$ cat src/rtl/psic_pkg.sv
// Shared types and constants for the pen stroke intent classifier.
`timescale 1ns / 1ps

package psic_pkg;

    localparam int COORD_BITS = 20;
    localparam int SLOP_W     = 16;
    localparam int SQ_W       = 2 * SLOP_W;
    localparam int CMP_W      = (COORD_BITS > SLOP_W) ? COORD_BITS : SLOP_W;

    localparam int S_USER_W = 4;
    localparam int S_DATA_W = ((4 + 2 * COORD_BITS + 7) / 8) * 8;
    localparam int M_USER_W = 2;
    localparam int M_DATA_W = ((2 * COORD_BITS + 5 + 7) / 8) * 8;

    localparam int FIFO_DEPTH = 4;
    localparam int FIFO_AW    = $clog2(FIFO_DEPTH);
    localparam int FIFO_CW    = $clog2(FIFO_DEPTH + 1);

    localparam logic [SLOP_W-1:0] SLOP_RESET = SLOP_W'(128);

    typedef enum logic [1:0] {
        ACT_PRESS  = 2'd0,
        ACT_REPORT = 2'd1,
        ACT_CANCEL = 2'd2,
        ACT_RESET  = 2'd3
    } action_t;

    localparam logic [1:0] RK_MOVE = 2'd1;

    typedef enum logic [1:0] {
        CLS_TIP    = 2'd0,
        CLS_ERASER = 2'd1,
        CLS_BARREL = 2'd2
    } cls_t;

    typedef enum logic [1:0] {
        IK_BEGIN = 2'd0,
        IK_MOVE  = 2'd1,
        IK_END   = 2'd2,
        IK_MENU  = 2'd3
    } intent_t;

    typedef logic signed [COORD_BITS-1:0] coord_t;

    typedef struct packed {
        action_t    action;
        logic [1:0] report_kind;
        logic       pointer_is_eraser;
        logic       side_button;
        logic       in_contact;
        logic       eraser_supported;
        coord_t     pos_x;
        coord_t     pos_y;
    } item_t;

    typedef struct packed {
        intent_t    intent_kind;
        coord_t     out_x;
        coord_t     out_y;
        logic       erase_flag;
        logic       final_of_run;
        logic       stroke_active;
        cls_t       input_class;
        logic       now_erasing;
    } result_t;

    typedef struct packed {
        logic [1:0] cnt;
        result_t    res0;
        result_t    res1;
    } push_t;

endpackage

$ cat src/rtl/psic_slop.sv
// Slop threshold register and squared distance test against the stroke origin.
`timescale 1ns / 1ps

module psic_slop
    import psic_pkg::*;
(
    input  logic              aclk,
    input  logic              aresetn,
    input  logic              cfg_valid,
    output logic              cfg_ready,
    input  logic [SLOP_W-1:0] cfg_data,
    input  coord_t            pos_x,
    input  coord_t            pos_y,
    input  coord_t            origin_x,
    input  coord_t            origin_y,
    output logic              beyond
);

    logic [SLOP_W-1:0]     slop_reg;
    logic [SQ_W-1:0]       slop_sq_reg;
    logic [COORD_BITS:0]   diff_x;
    logic [COORD_BITS:0]   diff_y;
    logic [COORD_BITS:0]   neg_x;
    logic [COORD_BITS:0]   neg_y;
    logic [COORD_BITS-1:0] mag_x;
    logic [COORD_BITS-1:0] mag_y;
    logic [SLOP_W-1:0]     dx16;
    logic [SLOP_W-1:0]     dy16;
    logic [SQ_W-1:0]       sq_x;
    logic [SQ_W-1:0]       sq_y;
    logic [SQ_W:0]         sq_sum;
    logic                  axis_out;

    assign cfg_ready = 1'b1;

    always_ff @(posedge aclk) begin
        if (!aresetn) begin
            slop_reg    <= SLOP_RESET;
            slop_sq_reg <= SQ_W'(SLOP_RESET) * SQ_W'(SLOP_RESET);
        end else if (cfg_valid) begin
            slop_reg    <= cfg_data;
            slop_sq_reg <= SQ_W'(cfg_data) * SQ_W'(cfg_data);
        end
    end

    assign diff_x = {pos_x[COORD_BITS-1], pos_x} - {origin_x[COORD_BITS-1], origin_x};
    assign diff_y = {pos_y[COORD_BITS-1], pos_y} - {origin_y[COORD_BITS-1], origin_y};
    assign neg_x  = -diff_x;
    assign neg_y  = -diff_y;
    assign mag_x  = diff_x[COORD_BITS] ? neg_x[COORD_BITS-1:0] : diff_x[COORD_BITS-1:0];
    assign mag_y  = diff_y[COORD_BITS] ? neg_y[COORD_BITS-1:0] : diff_y[COORD_BITS-1:0];

    assign axis_out = (CMP_W'(mag_x) > CMP_W'(slop_reg)) || (CMP_W'(mag_y) > CMP_W'(slop_reg));

    assign dx16   = SLOP_W'(mag_x);
    assign dy16   = SLOP_W'(mag_y);
    assign sq_x   = SQ_W'(dx16) * SQ_W'(dx16);
    assign sq_y   = SQ_W'(dy16) * SQ_W'(dy16);
    assign sq_sum = (SQ_W + 1)'(sq_x) + (SQ_W + 1)'(sq_y);

    assign beyond = axis_out || (sq_sum > (SQ_W + 1)'(slop_sq_reg));

endmodule

$ cat src/rtl/psic_core.sv
// Input register, stroke state and intent decode for one report per cycle while the result queue has room.
`timescale 1ns / 1ps

module psic_core
    import psic_pkg::*;
(
    input  logic   aclk,
    input  logic   aresetn,
    input  logic   in_valid,
    output logic   in_ready,
    input  item_t  in_item,
    input  logic   room,
    input  logic   beyond,
    output coord_t cur_x,
    output coord_t cur_y,
    output coord_t org_x,
    output coord_t org_y,
    output logic   fire,
    output push_t  push
);

    logic   in_valid_reg;
    item_t  item_reg;

    logic   active_reg, active_next;
    cls_t   cls_reg, cls_next;
    logic   ea_reg, ea_next;
    logic   resolved_reg, resolved_next;
    coord_t origin_x_reg, origin_x_next;
    coord_t origin_y_reg, origin_y_next;
    coord_t recent_x_reg, recent_x_next;
    coord_t recent_y_reg, recent_y_next;

    logic [1:0] n;
    intent_t    k0, k1;
    coord_t     x0, y0, x1, y1;
    logic       e0;
    logic       erasing;
    cls_t       press_cls;

    assign fire     = in_valid_reg && room;
    assign in_ready = !in_valid_reg || fire;
    assign cur_x    = item_reg.pos_x;
    assign cur_y    = item_reg.pos_y;
    assign org_x    = origin_x_reg;
    assign org_y    = origin_y_reg;

    always_ff @(posedge aclk) begin
        if (!aresetn) begin
            in_valid_reg <= 1'b0;
        end else if (in_ready) begin
            in_valid_reg <= in_valid;
        end
    end

    always_ff @(posedge aclk) begin
        if (in_ready && in_valid) begin
            item_reg <= in_item;
        end
    end

    assign press_cls = item_reg.pointer_is_eraser ? CLS_ERASER :
                       (item_reg.side_button ? CLS_BARREL : CLS_TIP);

    always_comb begin
        active_next   = active_reg;
        cls_next      = cls_reg;
        ea_next       = ea_reg;
        resolved_next = resolved_reg;
        origin_x_next = origin_x_reg;
        origin_y_next = origin_y_reg;
        recent_x_next = recent_x_reg;
        recent_y_next = recent_y_reg;
        n  = 2'd0;
        k0 = IK_BEGIN;
        k1 = IK_MOVE;
        x0 = item_reg.pos_x;
        y0 = item_reg.pos_y;
        x1 = item_reg.pos_x;
        y1 = item_reg.pos_y;
        e0 = 1'b0;
        unique case (item_reg.action)
            ACT_PRESS: begin
                active_next   = 1'b1;
                cls_next      = press_cls;
                origin_x_next = item_reg.pos_x;
                origin_y_next = item_reg.pos_y;
                recent_x_next = item_reg.pos_x;
                recent_y_next = item_reg.pos_y;
                ea_next       = item_reg.eraser_supported;
                resolved_next = 1'b0;
                if (press_cls == CLS_TIP) begin
                    n = 2'd1;
                end else if (press_cls == CLS_ERASER && item_reg.eraser_supported) begin
                    n  = 2'd1;
                    e0 = 1'b1;
                end
            end
            ACT_REPORT: begin
                if (active_reg && !item_reg.in_contact) begin
                    active_next   = 1'b0;
                    resolved_next = 1'b0;
                    k0 = IK_END;
                    if (cls_reg == CLS_TIP) begin
                        n = 2'd1;
                    end else if (cls_reg == CLS_BARREL) begin
                        if (!resolved_reg) begin
                            n  = 2'd1;
                            k0 = IK_MENU;
                            x0 = origin_x_reg;
                            y0 = origin_y_reg;
                        end else if (ea_reg) begin
                            n  = 2'd1;
                            e0 = 1'b1;
                        end
                    end else if (cls_reg == CLS_ERASER && ea_reg) begin
                        n  = 2'd1;
                        e0 = 1'b1;
                    end
                end else if (active_reg && item_reg.report_kind == RK_MOVE) begin
                    recent_x_next = item_reg.pos_x;
                    recent_y_next = item_reg.pos_y;
                    k0 = IK_MOVE;
                    if (cls_reg == CLS_TIP) begin
                        n = 2'd1;
                    end else if (cls_reg == CLS_ERASER) begin
                        if (ea_reg) begin
                            n  = 2'd1;
                            e0 = 1'b1;
                        end
                    end else if (cls_reg == CLS_BARREL) begin
                        if (!resolved_reg) begin
                            if (beyond) begin
                                resolved_next = 1'b1;
                                if (ea_reg) begin
                                    n  = 2'd2;
                                    k0 = IK_BEGIN;
                                    x0 = origin_x_reg;
                                    y0 = origin_y_reg;
                                    e0 = 1'b1;
                                end
                            end
                        end else if (ea_reg) begin
                            n  = 2'd1;
                            e0 = 1'b1;
                        end
                    end
                end
            end
            ACT_CANCEL: begin
                if (active_reg) begin
                    active_next   = 1'b0;
                    resolved_next = 1'b0;
                    k0 = IK_END;
                    x0 = recent_x_reg;
                    y0 = recent_y_reg;
                    if (cls_reg == CLS_TIP) begin
                        n = 2'd1;
                    end else if (cls_reg == CLS_ERASER && ea_reg) begin
                        n  = 2'd1;
                        e0 = 1'b1;
                    end else if (cls_reg == CLS_BARREL && resolved_reg && ea_reg) begin
                        n  = 2'd1;
                        e0 = 1'b1;
                    end
                end
            end
            ACT_RESET: begin
                active_next   = 1'b0;
                resolved_next = 1'b0;
            end
        endcase
    end

    always_comb begin
        if (cls_next == CLS_ERASER) begin
            erasing = ea_next;
        end else if (cls_next == CLS_BARREL) begin
            erasing = resolved_next && ea_next;
        end else begin
            erasing = 1'b0;
        end
    end

    always_comb begin
        push.cnt                    = n;
        push.res0.intent_kind       = k0;
        push.res0.out_x             = x0;
        push.res0.out_y             = y0;
        push.res0.erase_flag        = e0;
        push.res0.final_of_run      = (n != 2'd2);
        push.res0.stroke_active     = active_next;
        push.res0.input_class       = cls_next;
        push.res0.now_erasing       = erasing;
        push.res1.intent_kind       = k1;
        push.res1.out_x             = x1;
        push.res1.out_y             = y1;
        push.res1.erase_flag        = 1'b1;
        push.res1.final_of_run      = 1'b1;
        push.res1.stroke_active     = active_next;
        push.res1.input_class       = cls_next;
        push.res1.now_erasing       = erasing;
    end

    always_ff @(posedge aclk) begin
        if (!aresetn) begin
            active_reg   <= 1'b0;
            cls_reg      <= CLS_TIP;
            ea_reg       <= 1'b0;
            resolved_reg <= 1'b0;
            origin_x_reg <= '0;
            origin_y_reg <= '0;
            recent_x_reg <= '0;
            recent_y_reg <= '0;
        end else if (fire) begin
            active_reg   <= active_next;
            cls_reg      <= cls_next;
            ea_reg       <= ea_next;
            resolved_reg <= resolved_next;
            origin_x_reg <= origin_x_next;
            origin_y_reg <= origin_y_next;
            recent_x_reg <= recent_x_next;
            recent_y_reg <= recent_y_next;
        end
    end

`ifndef SYNTHESIS
    a_resolved_needs_active: assert property (@(posedge aclk) disable iff (!aresetn)
        !active_reg |-> !resolved_reg)
        else $error("resolved set while no stroke is active");

    a_pair_only_on_crossing: assert property (@(posedge aclk) disable iff (!aresetn)
        fire && push.cnt == 2'd2 |-> cls_reg == CLS_BARREL && !resolved_reg && active_reg)
        else $error("two intents outside a barrel slop crossing");

    a_fire_needs_room: assert property (@(posedge aclk) disable iff (!aresetn)
        fire |-> room && in_valid_reg)
        else $error("report decoded without queue room");
`endif

endmodule

$ cat src/rtl/psic_out_fifo.sv
// Small result queue taking up to two beats per cycle and giving one while the reader is ready.
`timescale 1ns / 1ps

module psic_out_fifo
    import psic_pkg::*;
(
    input  logic    aclk,
    input  logic    aresetn,
    input  logic    push_en,
    input  push_t   push,
    output logic    room,
    output logic    out_valid,
    input  logic    out_ready,
    output result_t out_item
);

    result_t              mem_reg [FIFO_DEPTH];
    logic [FIFO_AW-1:0]   wr_ptr_reg;
    logic [FIFO_AW-1:0]   rd_ptr_reg;
    logic [FIFO_CW-1:0]   count_reg;
    logic [FIFO_AW-1:0]   wr_ptr_p1;
    logic [1:0]           push_cnt;
    logic                 pop;

    assign push_cnt  = push_en ? push.cnt : 2'd0;
    assign room      = count_reg <= FIFO_CW'(FIFO_DEPTH - 2);
    assign out_valid = count_reg != '0;
    assign out_item  = mem_reg[rd_ptr_reg];
    assign pop       = out_valid && out_ready;
    assign wr_ptr_p1 = wr_ptr_reg + FIFO_AW'(1);

    always_ff @(posedge aclk) begin
        if (push_cnt != 2'd0) begin
            mem_reg[wr_ptr_reg] <= push.res0;
        end
        if (push_cnt == 2'd2) begin
            mem_reg[wr_ptr_p1] <= push.res1;
        end
    end

    always_ff @(posedge aclk) begin
        if (!aresetn) begin
            wr_ptr_reg <= '0;
            rd_ptr_reg <= '0;
            count_reg  <= '0;
        end else begin
            wr_ptr_reg <= wr_ptr_reg + FIFO_AW'(push_cnt);
            rd_ptr_reg <= rd_ptr_reg + FIFO_AW'(pop);
            count_reg  <= count_reg + FIFO_CW'(push_cnt) - FIFO_CW'(pop);
        end
    end

`ifndef SYNTHESIS
    a_no_overflow: assert property (@(posedge aclk) disable iff (!aresetn)
        count_reg <= FIFO_CW'(FIFO_DEPTH))
        else $error("result queue overflow");

    a_push_fits: assert property (@(posedge aclk) disable iff (!aresetn)
        push_cnt != 2'd0 |-> room)
        else $error("push into a queue without room");
`endif

endmodule

$ cat src/rtl/pen_stroke_intent_classifier.sv
// Top level: stylus reports in, stroke intents out.
// A report beat is held in the input register, decoded and written into the result queue, then sent on m_*.
// Throughput: one report per cycle while the result queue has room; a slop crossing pushes two intents into it.
// The four-entry result queue parts the two sides; decode waits while it has under two free.
// Reset (aresetn low, synchronous): idle stroke, tip class, zero positions, slop 128.
`timescale 1ns / 1ps

module pen_stroke_intent_classifier
    import psic_pkg::*;
(
    input  logic                aclk,
    input  logic                aresetn,
    input  logic                s_tvalid,
    output logic                s_tready,
    // action[1:0], report_kind[3:2]
    input  logic [S_USER_W-1:0] s_tuser,
    // pointer_is_eraser, side_button, in_contact, eraser_supported, pos_x, pos_y, zero pad
    input  logic [S_DATA_W-1:0] s_tdata,
    output logic                m_tvalid,
    input  logic                m_tready,
    // intent_kind[1:0]
    output logic [M_USER_W-1:0] m_tuser,
    // out_x, out_y, erase_flag, stroke_active, input_class[1:0], now_erasing, zero pad
    output logic [M_DATA_W-1:0] m_tdata,
    output logic                m_tlast,
    input  logic                cfg_valid,
    output logic                cfg_ready,
    input  logic [SLOP_W-1:0]   cfg_data
);

    item_t   in_item;
    result_t out_item;
    push_t   push;
    logic    room;
    logic    fire;
    logic    beyond;
    coord_t  cur_x, cur_y, org_x, org_y;

    assign in_item.action            = action_t'(s_tuser[1:0]);
    assign in_item.report_kind       = s_tuser[3:2];
    assign in_item.pointer_is_eraser = s_tdata[0];
    assign in_item.side_button       = s_tdata[1];
    assign in_item.in_contact        = s_tdata[2];
    assign in_item.eraser_supported  = s_tdata[3];
    assign in_item.pos_x             = s_tdata[4 +: COORD_BITS];
    assign in_item.pos_y             = s_tdata[4 + COORD_BITS +: COORD_BITS];

    psic_slop u_slop (
        .aclk      (aclk),
        .aresetn   (aresetn),
        .cfg_valid (cfg_valid),
        .cfg_ready (cfg_ready),
        .cfg_data  (cfg_data),
        .pos_x     (cur_x),
        .pos_y     (cur_y),
        .origin_x  (org_x),
        .origin_y  (org_y),
        .beyond    (beyond)
    );

    psic_core u_core (
        .aclk     (aclk),
        .aresetn  (aresetn),
        .in_valid (s_tvalid),
        .in_ready (s_tready),
        .in_item  (in_item),
        .room     (room),
        .beyond   (beyond),
        .cur_x    (cur_x),
        .cur_y    (cur_y),
        .org_x    (org_x),
        .org_y    (org_y),
        .fire     (fire),
        .push     (push)
    );

    psic_out_fifo u_out_fifo (
        .aclk      (aclk),
        .aresetn   (aresetn),
        .push_en   (fire),
        .push      (push),
        .room      (room),
        .out_valid (m_tvalid),
        .out_ready (m_tready),
        .out_item  (out_item)
    );

    assign m_tuser = out_item.intent_kind;
    assign m_tlast = out_item.final_of_run;
    assign m_tdata = M_DATA_W'({out_item.now_erasing,
                                out_item.input_class,
                                out_item.stroke_active,
                                out_item.erase_flag,
                                out_item.out_y,
                                out_item.out_x});

endmodule

$ cat config.mk
export PLATFORM = sky130hd
export DESIGN_NAME = pen_stroke_intent_classifier
export DESIGN_NICKNAME = d
export VERILOG_FILES = /design/src/rtl/psic_pkg.sv /design/src/rtl/psic_slop.sv /design/src/rtl/psic_core.sv /design/src/rtl/psic_out_fifo.sv /design/src/rtl/pen_stroke_intent_classifier.sv
export SDC_FILE = /design/constraint.sdc
export NUM_CORES = 2
export LEC_CHECK = 0
export ABC_CLOCK_PERIOD_IN_PS = 15300
export BUFFER_PORTS_ARGS = -buffer_cell sky130_fd_sc_hd__buf_2
export CAP_MARGIN = 20
export CORE_UTILIZATION = 45
export DETAILED_ROUTE_END_ITERATION = 10
export GPL_ROUTABILITY_DRIVEN = 0
export PLACE_DENSITY = 0.6
export SYNTH_ARGS = -nofsm -noshare
export SYNTH_HDL_FRONTEND = slang
export SYNTH_SLANG_ARGS = --single-unit
$ cat constraint.sdc
create_clock -name aclk -period 15.3 [get_ports aclk]
set_input_delay 0 -clock aclk [delete_from_list [all_inputs] [get_ports aclk]]
set_output_delay 0 -clock aclk [all_outputs]
set_load 0.05 [all_outputs]
==> summary.txt <==
Worst setup path
  • Reg2reg end: u_out_fifo.mem_reg[1][22]
  • Critical path data required time: 15610 ps
  • Slowest cell delay on critical path: 730 ps
  • FF-to-FF path depth: 50
  • Worst path slowest cell: xor2_1
  • Setup CP Type: flop to flop
  • Crit Path Max Fanout: 23
  • Crit path launch type: flop
  • CP Capture Type: flop
  • Setup slack, reg-to-reg: 810 ps
  • Worst endpoint data arrival time: 14800 ps
  • Worst R2R Start: u_core.cur_x[0]

Clocking
  • Clock root buffer: clkbuf_16
  • CTS buffer count: 44
  • Clock latency on the worst-skew pair: 610 ps
  • CTS Sinks: 379
  • Clock-pin slew on the worst setup and hold paths: 60 ps
  • CTS H-tree lvls: 2
  • CTS tree: yes
  • Maximum clock insertion buffer count: 3

Hold path
  • Hold endpoint: u_core.item_reg[47]
  • Hold path cells: 2
  • Hold Startpoint: s_tuser[1]
  • Hold WC Path Type: primary input to flop

Logic synthesis
  • Post-Syn Instances: 4773
  • Number of flops mapped to enable cells by yosys: 224
  • Largest family of logic cells by synthesized area: adder cells
  • Synth Area in Compound Gates: 12.5%
  • Synth Area in XOR/XNOR: 2.51%
  • FFs w/ async S/R, synth: 0%
  • Synth Area in Simple Gates: 11.8%
  • Adder-cell share of the synthesized area: 36.6%
  • Synth unique cells: 90
  • Mapped Avg Cell Area: 9.22 um2
  • Seq/Total Area, Yosys: 22.3%
  • Synth Flop Type: edfxtp_1
  • YS warnings: 0
  • #FFs+latches synth: 379
  • Mux cell area share after synthesis: 4.05%
  • Synthesized cell area: 44000 um2

Status
  • Status: complete, no violations

Global routing
  • Initial antenna violation count: 1
  • GR Util All Layers: 23.5%
  • Largest net degree at the start of global routing: 75
  • Total gr overflow: 0
  • First-pass GRT wire length: 185000 um
  • Vias in the first global route: 34.8k

Floorplanning
  • # IOs: 127
  • Initial Utilization: 45.5%
  • Die height: 315 um
  • Die area: 99000 um2
  • Chip width: 315 um
  • Cell row count: 114
  • Core area: 96700 um2

STA
  • Final setup fails: 0
  • F_max: 69.0 MHz
  • Fin Clk Skew: 46.1 ps
  • Hold Fails Final Rpt: 0
  • Final hold slack: 96.2 ps
  • Minimum clock period: 14490 ps
  • Final TNS setup: 0 ps
  • Final Max Tran Viols: 0
  • Measured slew at the worst slew-check pin: 890 ps
  • Slew HR: 40.5%
  • Fin crit share: 94.7%
  • RSZ-0062 raised after global routing: no

Cells and area
  • NumNets Final: 5924
  • Share of post-route cells with drive strength above 1: 7.89%
  • Storage cell area: 9830 um2
  • Fillers: 9173
  • Area Overhead vs Synth: 9.96%
  • Largest register FFs: 192
  • Design Area, Final: 48400 um2
  • Finished Core Util: 50.0%
  • Multi-input gate area: 29700 um2

Placement
  • HPWL Detailed: 88300 um
  • Placed inst area: 46100 um2
  • Port bufs: 118

Drt
  • Final ANT Viol Nets: 0
  • Routed vias: 33.3k
  • Routed WL: 113000 um
  • Drt first pass iters: 5
  • 1st-iter DRT viols: 2155
  • Post-route DRC: 0
  • WL/cell: 18.1 um
  • DR vias/cell: 5.36

Flow run
  • Max Cap Violations: 0
[routing by layer]
layer	track usage [%]	vias up	share of wire, %
li1	-	15900	-
met1	29.8	16400	42
met2	41.8	766	50
met3	2.89	181	4.9
met4	7.29	2	3.1
met5	0	-	0.011
[cell families (layout without fill, tap and decap cells)]
kind of cell | count (synthesis) | after routing
AND/OR/NAND/NOR | 1175 | 1175
buffers and inverters | 1170 | 1324
adder cells (fa/ha/maj) | 954 | 954
AO/OA/AOI/OAI | 850 | 850
flip-flops | 379 | 379
XOR/XNOR | 126 | 126
multiplexers | 117 | 117
other | 2 | 7
[through the flow]
| step | worst slack [ps] | cells |
|---|---|---|
| global placement | 897 | 6057 |
| CTS | 723 | 6204 |
| global route | 36.1 | 6207 |
| detailed placement | 818 | 6057 |
| floorplan | 1810 | 4777 |
| finish | 812 | 6208 |
[how the worst max path moves through the flow]
stage                          startpoint                         to  slack, ps  depth (start not counted)
after CTS                 u_core.cur_x[0]  u_out_fifo.mem_reg[3][27]        720                         55
after global placement    u_core.cur_x[0]  u_out_fifo.mem_reg[3][15]        900                         52
final                     u_core.cur_x[0]  u_out_fifo.mem_reg[1][22]        810                         50
after floorplan           u_core.cur_x[0]   u_out_fifo.mem_reg[2][0]       1810                         57
after detailed placement  u_core.cur_x[0]  u_out_fifo.mem_reg[3][25]        820                         55
after global routing      u_core.cur_x[0]    u_out_fifo.count_reg[2]         40                         52
[cells in the mapped netlist, drive strengths merged (16+ instances only)]
cell type	instances	area share (%)
buf	56	0.69
nor2	332	2.8
mux2i	60	1.4
a211oi	29	0.51
a21o	45	0.77
nand4	17	0.28
fa	555	25
xor2	48	0.96
clkbuf	144	1.2
nand3	34	0.39
ha	399	11
nand2	545	4.7
o21ai	110	1.3
nor2b	25	0.36
and2	70	1.0
a21oi	268	3.0
a22o	32	0.64
nand2b	28	0.40
xnor2	78	1.6
inv	955	8.1
dfxtp	155	7.1
o21a	17	0.29
nor3	43	0.50
edfxtp	224	15
mux4	48	2.5
or2	16	0.23
o22ai	131	1.9
o32a	32	0.73
a31oi	59	0.87
[worst max-delay path, delay by kind of cell, from the launching register on]
family | cells | cell delay, ps
fa+ha+maj | 12 | 4980
compound gates | 15 | 4230
simple gates | 10 | 1980
buf+inv | 10 | 1410
xor+xnor | 3 | 1040
flops | 1 | 540
[final cells by class]
class / count / area share (%)
Antenna cell: 1 / 0.00517
Clock buffer: 55 / 2.40
Clock inverter: 25 / 0.817
Inverter: 970 / 7.55
Multi-Input combinational cell: 3228 / 61.5
Sequential cell: 379 / 20.3
Tap cell: 1276 / 3.30
Timing Repair Buffer: 274 / 4.13
[cells in the final DEF (no fill, tap or decap), types with 118 or more instances in the layout]
master	n
ha_1	398
buf_2	118
dfxtp_1	153
o22ai_1	131
edfxtp_1	224
inv_1	953
fa_1	555
a21oi_1	268
nor2_1	330
nand2_1	540
[repair_timing]
item,4_1_cts,5_1_grt
setup buffers,0,1
hold buffers,67,0
setup endpoints to repair,0,284
gates resized for setup,0,4
hold endpoints to repair,71,0
Power is left out: the tool's default activity adds up to more than one toggle a clock period on the data nets, which glitch-free logic cannot reach.
